==> config.mk <==
export PLATFORM = sky130hd
export DESIGN_NAME = trace_color_generator_hsv_rgb
export DESIGN_NICKNAME = d
export VERILOG_FILES = /design/src/hdl/tcg_pkg.sv /design/src/hdl/tcg_front.sv /design/src/hdl/tcg_queue.sv /design/src/hdl/tcg_back.sv /design/src/hdl/trace_color_generator_hsv_rgb.sv
export SDC_FILE = /design/constraint.sdc
export NUM_CORES = 2
export LEC_CHECK = 0
export ABC_AREA = 0
export CAP_MARGIN = 20
export CORE_MARGIN = 4
export CORE_UTILIZATION = 35
export DETAILED_ROUTE_END_ITERATION = 8
export DONT_BUFFER_PORTS = 1
export RECOVER_POWER = 100
export SETUP_SLACK_MARGIN = 0.3
export SLEW_MARGIN = 20
export SYNTH_ARGS = -nofsm -noshare
export SYNTH_HDL_FRONTEND = slang
export SYNTH_SLANG_ARGS = --single-unit
==> constraint.sdc <==
create_clock -name aclk -period 9.9 [get_ports aclk]
set_input_delay 1.98 -clock aclk [delete_from_list [all_inputs] [get_ports aclk]]
set_output_delay 1.98 -clock aclk [all_outputs]
set_load 0.02 [all_outputs]
==> src/hdl/tcg_pkg.sv <==
package tcg_pkg;

    // Generator constants (phase in Q0.24, levels in Q0.16)
    localparam logic [23:0] HUE_STEP    = 24'd4835794;
    localparam logic [23:0] PHASE_RESET = 24'd11943100;  // first step lands on 1678
    localparam logic [15:0] VAL_DROP    = 16'd1751;
    localparam logic [15:0] VAL_FLOOR   = 16'd32768;
    localparam logic [15:0] VAL_WRAP    = 16'd27525;
    localparam logic [15:0] SAT_RISE    = 16'd11964;
    localparam logic [15:0] SAT_CEIL    = 16'd55705;
    localparam logic [15:0] SAT_FALL    = 16'd29491;
    localparam logic [15:0] SAT_RESET   = 16'd55705;
    localparam logic [15:0] VAL_RESET   = 16'd60293;

    // Warp: floor(n / 3328) = floor((n >> 8) / 13), done as multiply by
    // ceil(2^24 / 13) and shift; exact for the whole range of n >> 8.
    localparam int          WARP_SHIFT = 24;
    localparam logic [20:0] WARP_RECIP = 21'd1290556;

    // Queue depth between front and back
    localparam int Q_DEPTH = 2;
    localparam int Q_AW    = $clog2(Q_DEPTH);

    // One classified item: hue to convert plus the levels in force for it
    typedef struct packed {
        logic [15:0] hue;
        logic [15:0] sat;
        logic [15:0] val;
    } tcg_item_t;

endpackage

==> src/hdl/tcg_front.sv <==
module tcg_front (
    input  logic                aclk,
    input  logic                aresetn,
    input  logic                in_valid,
    output logic                in_ready,
    input  logic [15:0]         hue_in,
    input  logic                use_gen,
    output logic                push_valid,
    input  logic                push_ready,
    output tcg_pkg::tcg_item_t  push_item
);

    localparam logic [1:0] F_IDLE = 2'd0;
    localparam logic [1:0] F_WARP = 2'd1;
    localparam logic [1:0] F_MUL  = 2'd2;
    localparam logic [1:0] F_PUSH = 2'd3;

    logic [1:0]  state_reg, state_next;
    logic [23:0] phase_reg, phase_next;
    logic        stepped_reg, stepped_next;
    logic [15:0] sat_reg, sat_next;
    logic [15:0] val_reg, val_next;
    logic [19:0] y_reg;
    logic [15:0] hue_reg;

    logic        accept;
    logic [16:0] val_drop;
    logic [16:0] val_wrap;
    logic [16:0] sat_rise;
    logic [26:0] x5;
    logic [27:0] x10;
    logic [27:0] warp_n;
    logic [40:0] warp_prod;

    assign in_ready   = (state_reg == F_IDLE);
    assign accept     = in_valid && in_ready;
    assign push_valid = (state_reg == F_PUSH);
    assign push_item  = '{hue: hue_reg, sat: sat_reg, val: val_reg};

    // Generator state step, taken in the transfer cycle
    always_comb begin
        phase_next   = phase_reg;
        stepped_next = stepped_reg;
        sat_next     = sat_reg;
        val_next     = val_reg;
        val_drop     = {1'b0, val_reg} - {1'b0, tcg_pkg::VAL_DROP};
        val_wrap     = {1'b0, val_reg} + {1'b0, tcg_pkg::VAL_WRAP}
                       - {1'b0, tcg_pkg::VAL_DROP};
        sat_rise     = {1'b0, sat_reg} + {1'b0, tcg_pkg::SAT_RISE};
        if (accept && use_gen) begin
            phase_next   = phase_reg + tcg_pkg::HUE_STEP;
            stepped_next = 1'b1;
            if (stepped_reg) begin
                if (val_drop[16] || (val_drop[15:0] < tcg_pkg::VAL_FLOOR)) begin
                    val_next = val_wrap[15:0];
                    if (sat_rise > {1'b0, tcg_pkg::SAT_CEIL}) begin
                        sat_next = 16'(sat_rise - {1'b0, tcg_pkg::SAT_FALL});
                    end else begin
                        sat_next = sat_rise[15:0];
                    end
                end else begin
                    val_next = val_drop[15:0];
                end
            end
        end
    end

    // Piecewise warp numerator from the stepped phase
    always_comb begin
        x5  = {3'b0, phase_reg} + {1'b0, phase_reg, 2'b0};
        x10 = {x5, 1'b0};
        if (x5 < 27'd16777216) begin
            warp_n = x10;
        end else if (!phase_reg[23]) begin
            warp_n = {x10[26:0], 1'b0} - 28'd33554432;
        end else begin
            warp_n = x10 + 28'd50331648;
        end
    end

    assign warp_prod = {21'b0, y_reg} * {20'b0, tcg_pkg::WARP_RECIP};

    // Sequencer
    always_comb begin
        state_next = state_reg;
        case (state_reg)
            F_IDLE: begin
                if (accept) begin
                    state_next = use_gen ? F_WARP : F_PUSH;
                end
            end
            F_WARP: state_next = F_MUL;
            F_MUL:  state_next = F_PUSH;
            F_PUSH: begin
                if (push_ready) begin
                    state_next = F_IDLE;
                end
            end
            default: state_next = F_IDLE;
        endcase
    end

    always_ff @(posedge aclk) begin
        if (!aresetn) begin
            state_reg   <= F_IDLE;
            phase_reg   <= tcg_pkg::PHASE_RESET;
            stepped_reg <= 1'b0;
            sat_reg     <= tcg_pkg::SAT_RESET;
            val_reg     <= tcg_pkg::VAL_RESET;
        end else begin
            state_reg   <= state_next;
            phase_reg   <= phase_next;
            stepped_reg <= stepped_next;
            sat_reg     <= sat_next;
            val_reg     <= val_next;
        end
    end

    // Hue payload: direct hue or warped phase
    always_ff @(posedge aclk) begin
        if (state_reg == F_WARP) begin
            y_reg <= warp_n[27:8];
        end
        if (accept && !use_gen) begin
            hue_reg <= hue_in;
        end else if (state_reg == F_MUL) begin
            hue_reg <= warp_prod[tcg_pkg::WARP_SHIFT +: 16];
        end
    end

endmodule

==> src/hdl/tcg_queue.sv <==
module tcg_queue (
    input  logic                aclk,
    input  logic                aresetn,
    input  logic                push_valid,
    output logic                push_ready,
    input  tcg_pkg::tcg_item_t  push_item,
    output logic                pop_valid,
    input  logic                pop_ready,
    output tcg_pkg::tcg_item_t  pop_item
);

    tcg_pkg::tcg_item_t         mem [tcg_pkg::Q_DEPTH];
    logic [tcg_pkg::Q_AW-1:0]   wr_ptr_reg;
    logic [tcg_pkg::Q_AW-1:0]   rd_ptr_reg;
    logic [tcg_pkg::Q_AW:0]     count_reg;
    logic                       do_push;
    logic                       do_pop;

    assign push_ready = (count_reg != (tcg_pkg::Q_AW + 1)'(tcg_pkg::Q_DEPTH));
    assign pop_valid  = (count_reg != '0);
    assign do_push    = push_valid && push_ready;
    assign do_pop     = pop_valid && pop_ready;
    assign pop_item   = mem[rd_ptr_reg];

    // Storage
    always_ff @(posedge aclk) begin
        if (do_push) begin
            mem[wr_ptr_reg] <= push_item;
        end
    end

    // Pointers and fill count
    always_ff @(posedge aclk) begin
        if (!aresetn) begin
            wr_ptr_reg <= '0;
            rd_ptr_reg <= '0;
            count_reg  <= '0;
        end else begin
            if (do_push) begin
                wr_ptr_reg <= wr_ptr_reg + 1'b1;
            end
            if (do_pop) begin
                rd_ptr_reg <= rd_ptr_reg + 1'b1;
            end
            if (do_push && !do_pop) begin
                count_reg <= count_reg + 1'b1;
            end else if (do_pop && !do_push) begin
                count_reg <= count_reg - 1'b1;
            end
        end
    end

endmodule

==> src/hdl/tcg_back.sv <==
module tcg_back (
    input  logic                aclk,
    input  logic                aresetn,
    input  logic                pop_valid,
    output logic                pop_ready,
    input  tcg_pkg::tcg_item_t  pop_item,
    output logic                out_valid,
    input  logic                out_ready,
    output logic [63:0]         out_data
);

    localparam logic [1:0] B_IDLE = 2'd0;
    localparam logic [1:0] B_DIFF = 2'd1;
    localparam logic [1:0] B_RAMP = 2'd2;
    localparam logic [1:0] B_OUT  = 2'd3;

    localparam logic [2:0] SECT_0 = 3'd0;
    localparam logic [2:0] SECT_1 = 3'd1;
    localparam logic [2:0] SECT_2 = 3'd2;
    localparam logic [2:0] SECT_3 = 3'd3;
    localparam logic [2:0] SECT_4 = 3'd4;

    logic [1:0]  state_reg, state_next;
    logic        out_valid_reg, out_valid_next;
    logic [31:0] vs_prod_reg;
    logic [15:0] val_reg;
    logic [15:0] hue_reg;
    logic [2:0]  sector_reg;
    logic [15:0] frac_reg;
    logic [15:0] d_reg;
    logic [15:0] lower_reg;
    logic [31:0] fd_prod_reg;
    logic [63:0] out_data_reg;

    logic        take;
    logic        load_out;
    logic [18:0] hue_x6;
    logic [16:0] d_round;
    logic [15:0] d_val;
    logic [16:0] ramp_round;
    logic [15:0] ramp;
    logic [15:0] rise;
    logic [15:0] fall;
    logic [15:0] red, green, blue;

    assign pop_ready = (state_reg == B_IDLE);
    assign take      = pop_valid && pop_ready;
    assign load_out  = (state_reg == B_OUT) && (!out_valid_reg || out_ready);
    assign out_valid = out_valid_reg;
    assign out_data  = out_data_reg;

    // Sector and fraction of the hue circle
    assign hue_x6 = {1'b0, pop_item.hue, 2'b0} + {2'b0, pop_item.hue, 1'b0};

    // Chroma span d = round(v*s), clamped to v
    always_comb begin
        d_round = 17'(({1'b0, vs_prod_reg} + 33'd32768) >> 16);
        d_val   = (d_round > {1'b0, val_reg}) ? val_reg : d_round[15:0];
    end

    // Ramp, rising and falling channels, sector select
    always_comb begin
        ramp_round = 17'(({1'b0, fd_prod_reg} + 33'd32768) >> 16);
        ramp       = (ramp_round > {1'b0, d_reg}) ? d_reg : ramp_round[15:0];
        rise       = lower_reg + ramp;
        fall       = val_reg - ramp;
        case (sector_reg)
            SECT_0: begin
                red = val_reg;   green = rise;      blue = lower_reg;
            end
            SECT_1: begin
                red = fall;      green = val_reg;   blue = lower_reg;
            end
            SECT_2: begin
                red = lower_reg; green = val_reg;   blue = rise;
            end
            SECT_3: begin
                red = lower_reg; green = fall;      blue = val_reg;
            end
            SECT_4: begin
                red = rise;      green = lower_reg; blue = val_reg;
            end
            default: begin
                red = val_reg;   green = lower_reg; blue = fall;
            end
        endcase
    end

    // Sequencer
    always_comb begin
        state_next = state_reg;
        case (state_reg)
            B_IDLE: begin
                if (take) begin
                    state_next = B_DIFF;
                end
            end
            B_DIFF: state_next = B_RAMP;
            B_RAMP: state_next = B_OUT;
            B_OUT: begin
                if (load_out) begin
                    state_next = B_IDLE;
                end
            end
            default: state_next = B_IDLE;
        endcase
    end

    // Output register holds a result until its transfer
    always_comb begin
        out_valid_next = out_valid_reg;
        if (load_out) begin
            out_valid_next = 1'b1;
        end else if (out_ready) begin
            out_valid_next = 1'b0;
        end
    end

    always_ff @(posedge aclk) begin
        if (!aresetn) begin
            state_reg     <= B_IDLE;
            out_valid_reg <= 1'b0;
        end else begin
            state_reg     <= state_next;
            out_valid_reg <= out_valid_next;
        end
    end

    // Datapath registers
    always_ff @(posedge aclk) begin
        if (take) begin
            vs_prod_reg <= {16'b0, pop_item.val} * {16'b0, pop_item.sat};
            val_reg     <= pop_item.val;
            hue_reg     <= pop_item.hue;
            sector_reg  <= hue_x6[18:16];
            frac_reg    <= hue_x6[15:0];
        end
        if (state_reg == B_DIFF) begin
            d_reg     <= d_val;
            lower_reg <= val_reg - d_val;
        end
        if (state_reg == B_RAMP) begin
            fd_prod_reg <= {16'b0, frac_reg} * {16'b0, d_reg};
        end
        if (load_out) begin
            out_data_reg <= {hue_reg, blue, green, red};
        end
    end

endmodule

==> src/hdl/trace_color_generator_hsv_rgb.sv <==
// Trace color generator: each input transfer either carries a hue (Q0.16)
// or, with s_tuser set, asks the internal generator for the next hue, which
// also advances the kept value and saturation levels after the first such
// request. Every input gives one result transfer with red, green, blue and
// the hue used, all Q0.16. A front sequencer steps the generator and warps
// its phase, a two-entry queue follows, and a back sequencer does the
// HSV-to-RGB conversion through its two chained multiplies (v*s, then
// fraction*span). Each sequencer takes a new item only once it has passed
// on the last one. The result sits in an output register, so the block
// keeps taking input while it waits, until the queue and back side fill.
module trace_color_generator_hsv_rgb (
    input  logic        aclk,
    input  logic        aresetn,
    input  logic        s_tvalid,
    output logic        s_tready,
    input  logic [15:0] s_tdata,    // [15:0] hue_in
    input  logic        s_tuser,    // [0] use_generator
    output logic        m_tvalid,
    input  logic        m_tready,
    output logic [63:0] m_tdata     // [15:0] red, [31:16] green, [47:32] blue,
                                    // [63:48] hue_used
);

    logic               push_valid;
    logic               push_ready;
    tcg_pkg::tcg_item_t push_item;
    logic               pop_valid;
    logic               pop_ready;
    tcg_pkg::tcg_item_t pop_item;

    // Front: accept, generator step, hue warp
    tcg_front u_front (
        .aclk       (aclk),
        .aresetn    (aresetn),
        .in_valid   (s_tvalid),
        .in_ready   (s_tready),
        .hue_in     (s_tdata),
        .use_gen    (s_tuser),
        .push_valid (push_valid),
        .push_ready (push_ready),
        .push_item  (push_item)
    );

    // Queue between the two sides
    tcg_queue u_queue (
        .aclk       (aclk),
        .aresetn    (aresetn),
        .push_valid (push_valid),
        .push_ready (push_ready),
        .push_item  (push_item),
        .pop_valid  (pop_valid),
        .pop_ready  (pop_ready),
        .pop_item   (pop_item)
    );

    // Back: HSV to RGB conversion and output register
    tcg_back u_back (
        .aclk      (aclk),
        .aresetn   (aresetn),
        .pop_valid (pop_valid),
        .pop_ready (pop_ready),
        .pop_item  (pop_item),
        .out_valid (m_tvalid),
        .out_ready (m_tready),
        .out_data  (m_tdata)
    );

endmodule

==> results by stage <==
Status:
- The run finished, with violations left.
- The final reports fail on capacitance limit, slew limit.

Worst setup path:
- The biggest cell delay along the critical path is ~660 ps.
- The largest fanout of any net on the critical path is 40.
- Counting both buffers and inverters, the worst setup path holds a total of 6.
- At the worst endpoint, the required time is 10240 ps.
- Walking the worst path, the cells encountered are buf_4, mux2i_1, inv_1, nand2_1, fa_1, fa_1, fa_1, inv_1, fa_1, fa_1, inv_1, fa_1, inv_1, ha_1, a211oi_1, nand2_1, a41oi_1, o31ai_1, clkbuf_1, o221a_2, a311oi_1, o21ai_0, a21oi_1, xnor2_1.
- The arrival time of data at the critical path endpoint is around 8500 ps.
- The cell at the slowest stage of the critical path is mux2i_1.
- On the critical path the largest part of the delay comes from adder cells.
- The kind of critical path is reg -> reg.
- STA classifies the critical path startpoint as a flop.
- The nature of the critical path endpoint is a flop.
- The cell repeated most along the worst path is fa_1.

Final layout:
- The register with the most flip-flops in the layout has between 90 and 100 of them.
- Fill cells in the final layout number ~12000.
- The net count of the finished layout is around 5500.
- In the final layout, the multi-input gates occupy 29400 um2.
- 0 antenna diodes ended up in the layout.
- The area added between synthesis and finish is 7.30%.
- The share of post-route cells with drive strength above 1 is 0.0340.
- Registers take around 11000 um2.

Global routing:
- For this run, the total global-route usage over all layers was measured as 0.166.
- The first global-routing pass estimated around 170000 um of wire.
- After global routing the overflow that remains totals 0.
- Entering global routing, the biggest net connects just over 90 pins.
- The via count of the first global-routing pass came to approximately 32000.
- The initial antenna violation count was 1.

Routing:
- The count of unresolved DRC violations after routing is 0.
- The number of design-rule violations left by the first detailed-router iteration is around 1700.
- The routed via count is between 30000 and 40000.
- Using the TritonRoute via totals, the vias-per-cell ratio works out to between 5 and 6.
- The per-cell routed wire length is ~18 um.
- For this run, the detailed router's first-pass iteration total came to 7.
- The sum of routed wire length over all layers is 108000 um.
- The number of routed nets with antenna violations is 0.

STA:
- On the final layout, the worst hold slack is roughly 420 ps.
- Timing would allow up to around 0.12 GHz.
- The final number of hold-violating endpoints is 0.
- At the pin with the least slew margin, the transition time is roughly 3800 ps.
- The clock period could shrink to 8150 ps.
- Measured against its own limit, the worst slew margin works out to -1.56.
- The share of the clock period used by the worst path is 0.824.
- Setup repair after global routing left no endpoint under its margin.
- The final max-slew violation count is between 200 and 300.
- The setup TNS is 0 ps.
- The post-route clock skew is approximately 26 ps.
- The final setup violation count is 0.

Logic synthesis:
- The synthesized area per cell is just under 10 um2.
- Yosys mapped a number of flops with a built-in enable equal to 311.
- The share of synthesized registers carrying an async set or reset is 0.
- The synthesized design spends more area on one cell type than any other, namely fa_1.
- Yosys attributes the largest share of cell area to fa_1 (23%), edfxtp_1 (21%), ha_1 (15%).
- In the synthesized netlist the dominant register cell turns out to be edfxtp_1.
- In this run, synthesis produced a sequential element count of roughly 380.
- Synthesis produced a netlist whose cell count is roughly 4500.
- Yosys printed 0 warnings.
- Of the post-synthesis cell area, the dominant cell type holds 0.231.
- The sequential-to-total area share from yosys stat is 0.244.
- The number of nets handed over by synthesis was about 5600.
- The number of distinct library cells after synthesis is 102.
- In the post-synthesis netlist, the cell with the most instances is inv_1.
- After synthesis, the most frequently instantiated cells are inv_1 (810), ha_1 (507), fa_1 (505).
- The total standard cell area after synthesis is between 40000 and 50000 um2.

Clocking:
- The clock net in this run drives a total of about 380 sinks.
- At the later pin of the worst-skew pair, clock insertion delay measures 610 ps.
- TritonCTS created 46 clock buffers.
- The buffers inserted during post-CTS setup optimization is 0.
- TritonCTS built the clock tree.
- The clock slew seen by the registers of the worst setup and hold paths is about 60 ps.
- The maximum buffer depth of the clock tree is 3.
- The number of hold buffers added after CTS was 0.
- The clock tree synthesis step divided the H-tree into 2 levels.
- The total of cells resized after clock tree synthesis is 0.
- The clock root buffer is clkbuf_16.

Place:
- Routability-driven placement finished with a final weighted congestion of between 0.9 and 1.
- Buffers placed on the I/O ports in this run total 0.
- Detailed placement ended at an HPWL of approximately 85000 um.

Flow run:
- The tool flagged a number of max-cap violations equal to 7.

Floorplan:
- After floorplanning, the core was divided into between 100 and 150 placement rows.
- The area of the core is about 120000 um2.
- The initial utilization of the core area, before any placement, comes to 0.353.
- The die covers between 100000 and 150000 um2.
- From bottom edge to top edge, the die measures around 360 um.
- The top-level port count is 87.
- Measured along the x axis, the die boundary spans 361 um.

Worst hold path:
- The tightest min-delay check is of the reg -> reg type.
[path summary, 6_finish.rpt]
path | cells past startpoint | to | slack [ps] | start
worst max-delay path | 24 | u_back.vs_prod_reg[31]$_DFFE_PP_ | 1750 | flop
worst min-delay path | 0 | u_back.out_data[50]$_DFFE_PP_ | 420 | u_back.hue_reg[2]$_DFFE_PP_
worst max register to register | 24 | u_back.vs_prod_reg[31]$_DFFE_PP_ | 1750 | flop
worst min register to register | 0 | u_back.out_data[50]$_DFFE_PP_ | 420 | u_back.hue_reg[2]$_DFFE_PP_
[cell type report]
cell class                      instances  area share
Clock buffer                           53      0.0251
Clock inverter                         30     0.00827
Inverter                              813      0.0651
Multi-Input combinational cell       3198       0.626
Sequential cell                       377       0.227
Tap cell                             1637      0.0437
Timing Repair Buffer                   34     0.00416
[logic make-up after synthesis]
group | count (synthesis) | share of synthesized area
and+or+nand+nor | 1230 | 0.130
xor gates and xnor gates | 180 | 0.0361
muxes | 132 | 0.0318
adders and majority gates | 1012 | 0.377
DFF | 377 | 0.244
AOI/OAI and AO/OA | 644 | 0.0981
buffers and inverters | 947 | 0.0832
[cell usage in the layout (no fill, tap or decap), types with 14 or more instances in the layout]
master,Yosys,layout
clkbuf_16,0,46
buf_4,3,18
o211ai_1,21,21
mux2_2,51,23
dfxtp_1,66,65
mux2_1,3,31
a211oi_1,36,37
nand3_1,75,75
o21ai_0,158,160
xnor2_1,115,115
a21oi_1,139,142
a221oi_1,13,15
edfxtp_1,311,311
a21o_1,49,49
a31oi_1,31,31
nor3_1,64,64
o21a_1,38,38
o22ai_1,14,14
o21bai_1,14,14
nor2_1,294,294
nand2b_1,16,16
and2_1,126,122
ha_1,507,507
inv_1,810,809
nand2_1,485,485
nor2b_1,30,29
xor2_1,65,65
clkbuf_1,97,23
fa_1,505,505
and3_1,25,25
mux2i_1,78,78
nand4_1,26,26
or3_1,24,24
[per-stage QoR]
step                worst slack, ps  area [um2]  utilization  std cells
floorplan                      2880       43700            -       4522
global placement               2010       45400        0.367       6059
detailed placement             1810       45400        0.367       6059
CTS                            1800       47000        0.380       6142
global route                   1350       46900        0.379       6142
finish                         1750       46900        0.379       6142
[metal layers]
| layer | GRT usage | vias up | routed length [um] |
|---|---|---|---|
| li1 | - | 14852 | - |
| met3 | 0.0244 | 159 | 4960 |
| met1 | 0.218 | 15253 | 47900 |
| met2 | 0.288 | 687 | 51800 |
| met5 | 0 | - | 0 |
| met4 | 0.0436 | 0 | 3020 |
[worst register-to-register path: cells and delay by family (launching register included)]
kind	cells	cell delay [ps]
xor+xnor	1	80
flops	1	590
fa+ha+maj	7	3240
mux	1	680
compound gates	7	1750
buf+inv	6	1290
simple gates	2	290
Power is left out: the tool's default activity adds up to more than one toggle a clock period on the data nets, which glitch-free logic cannot reach.
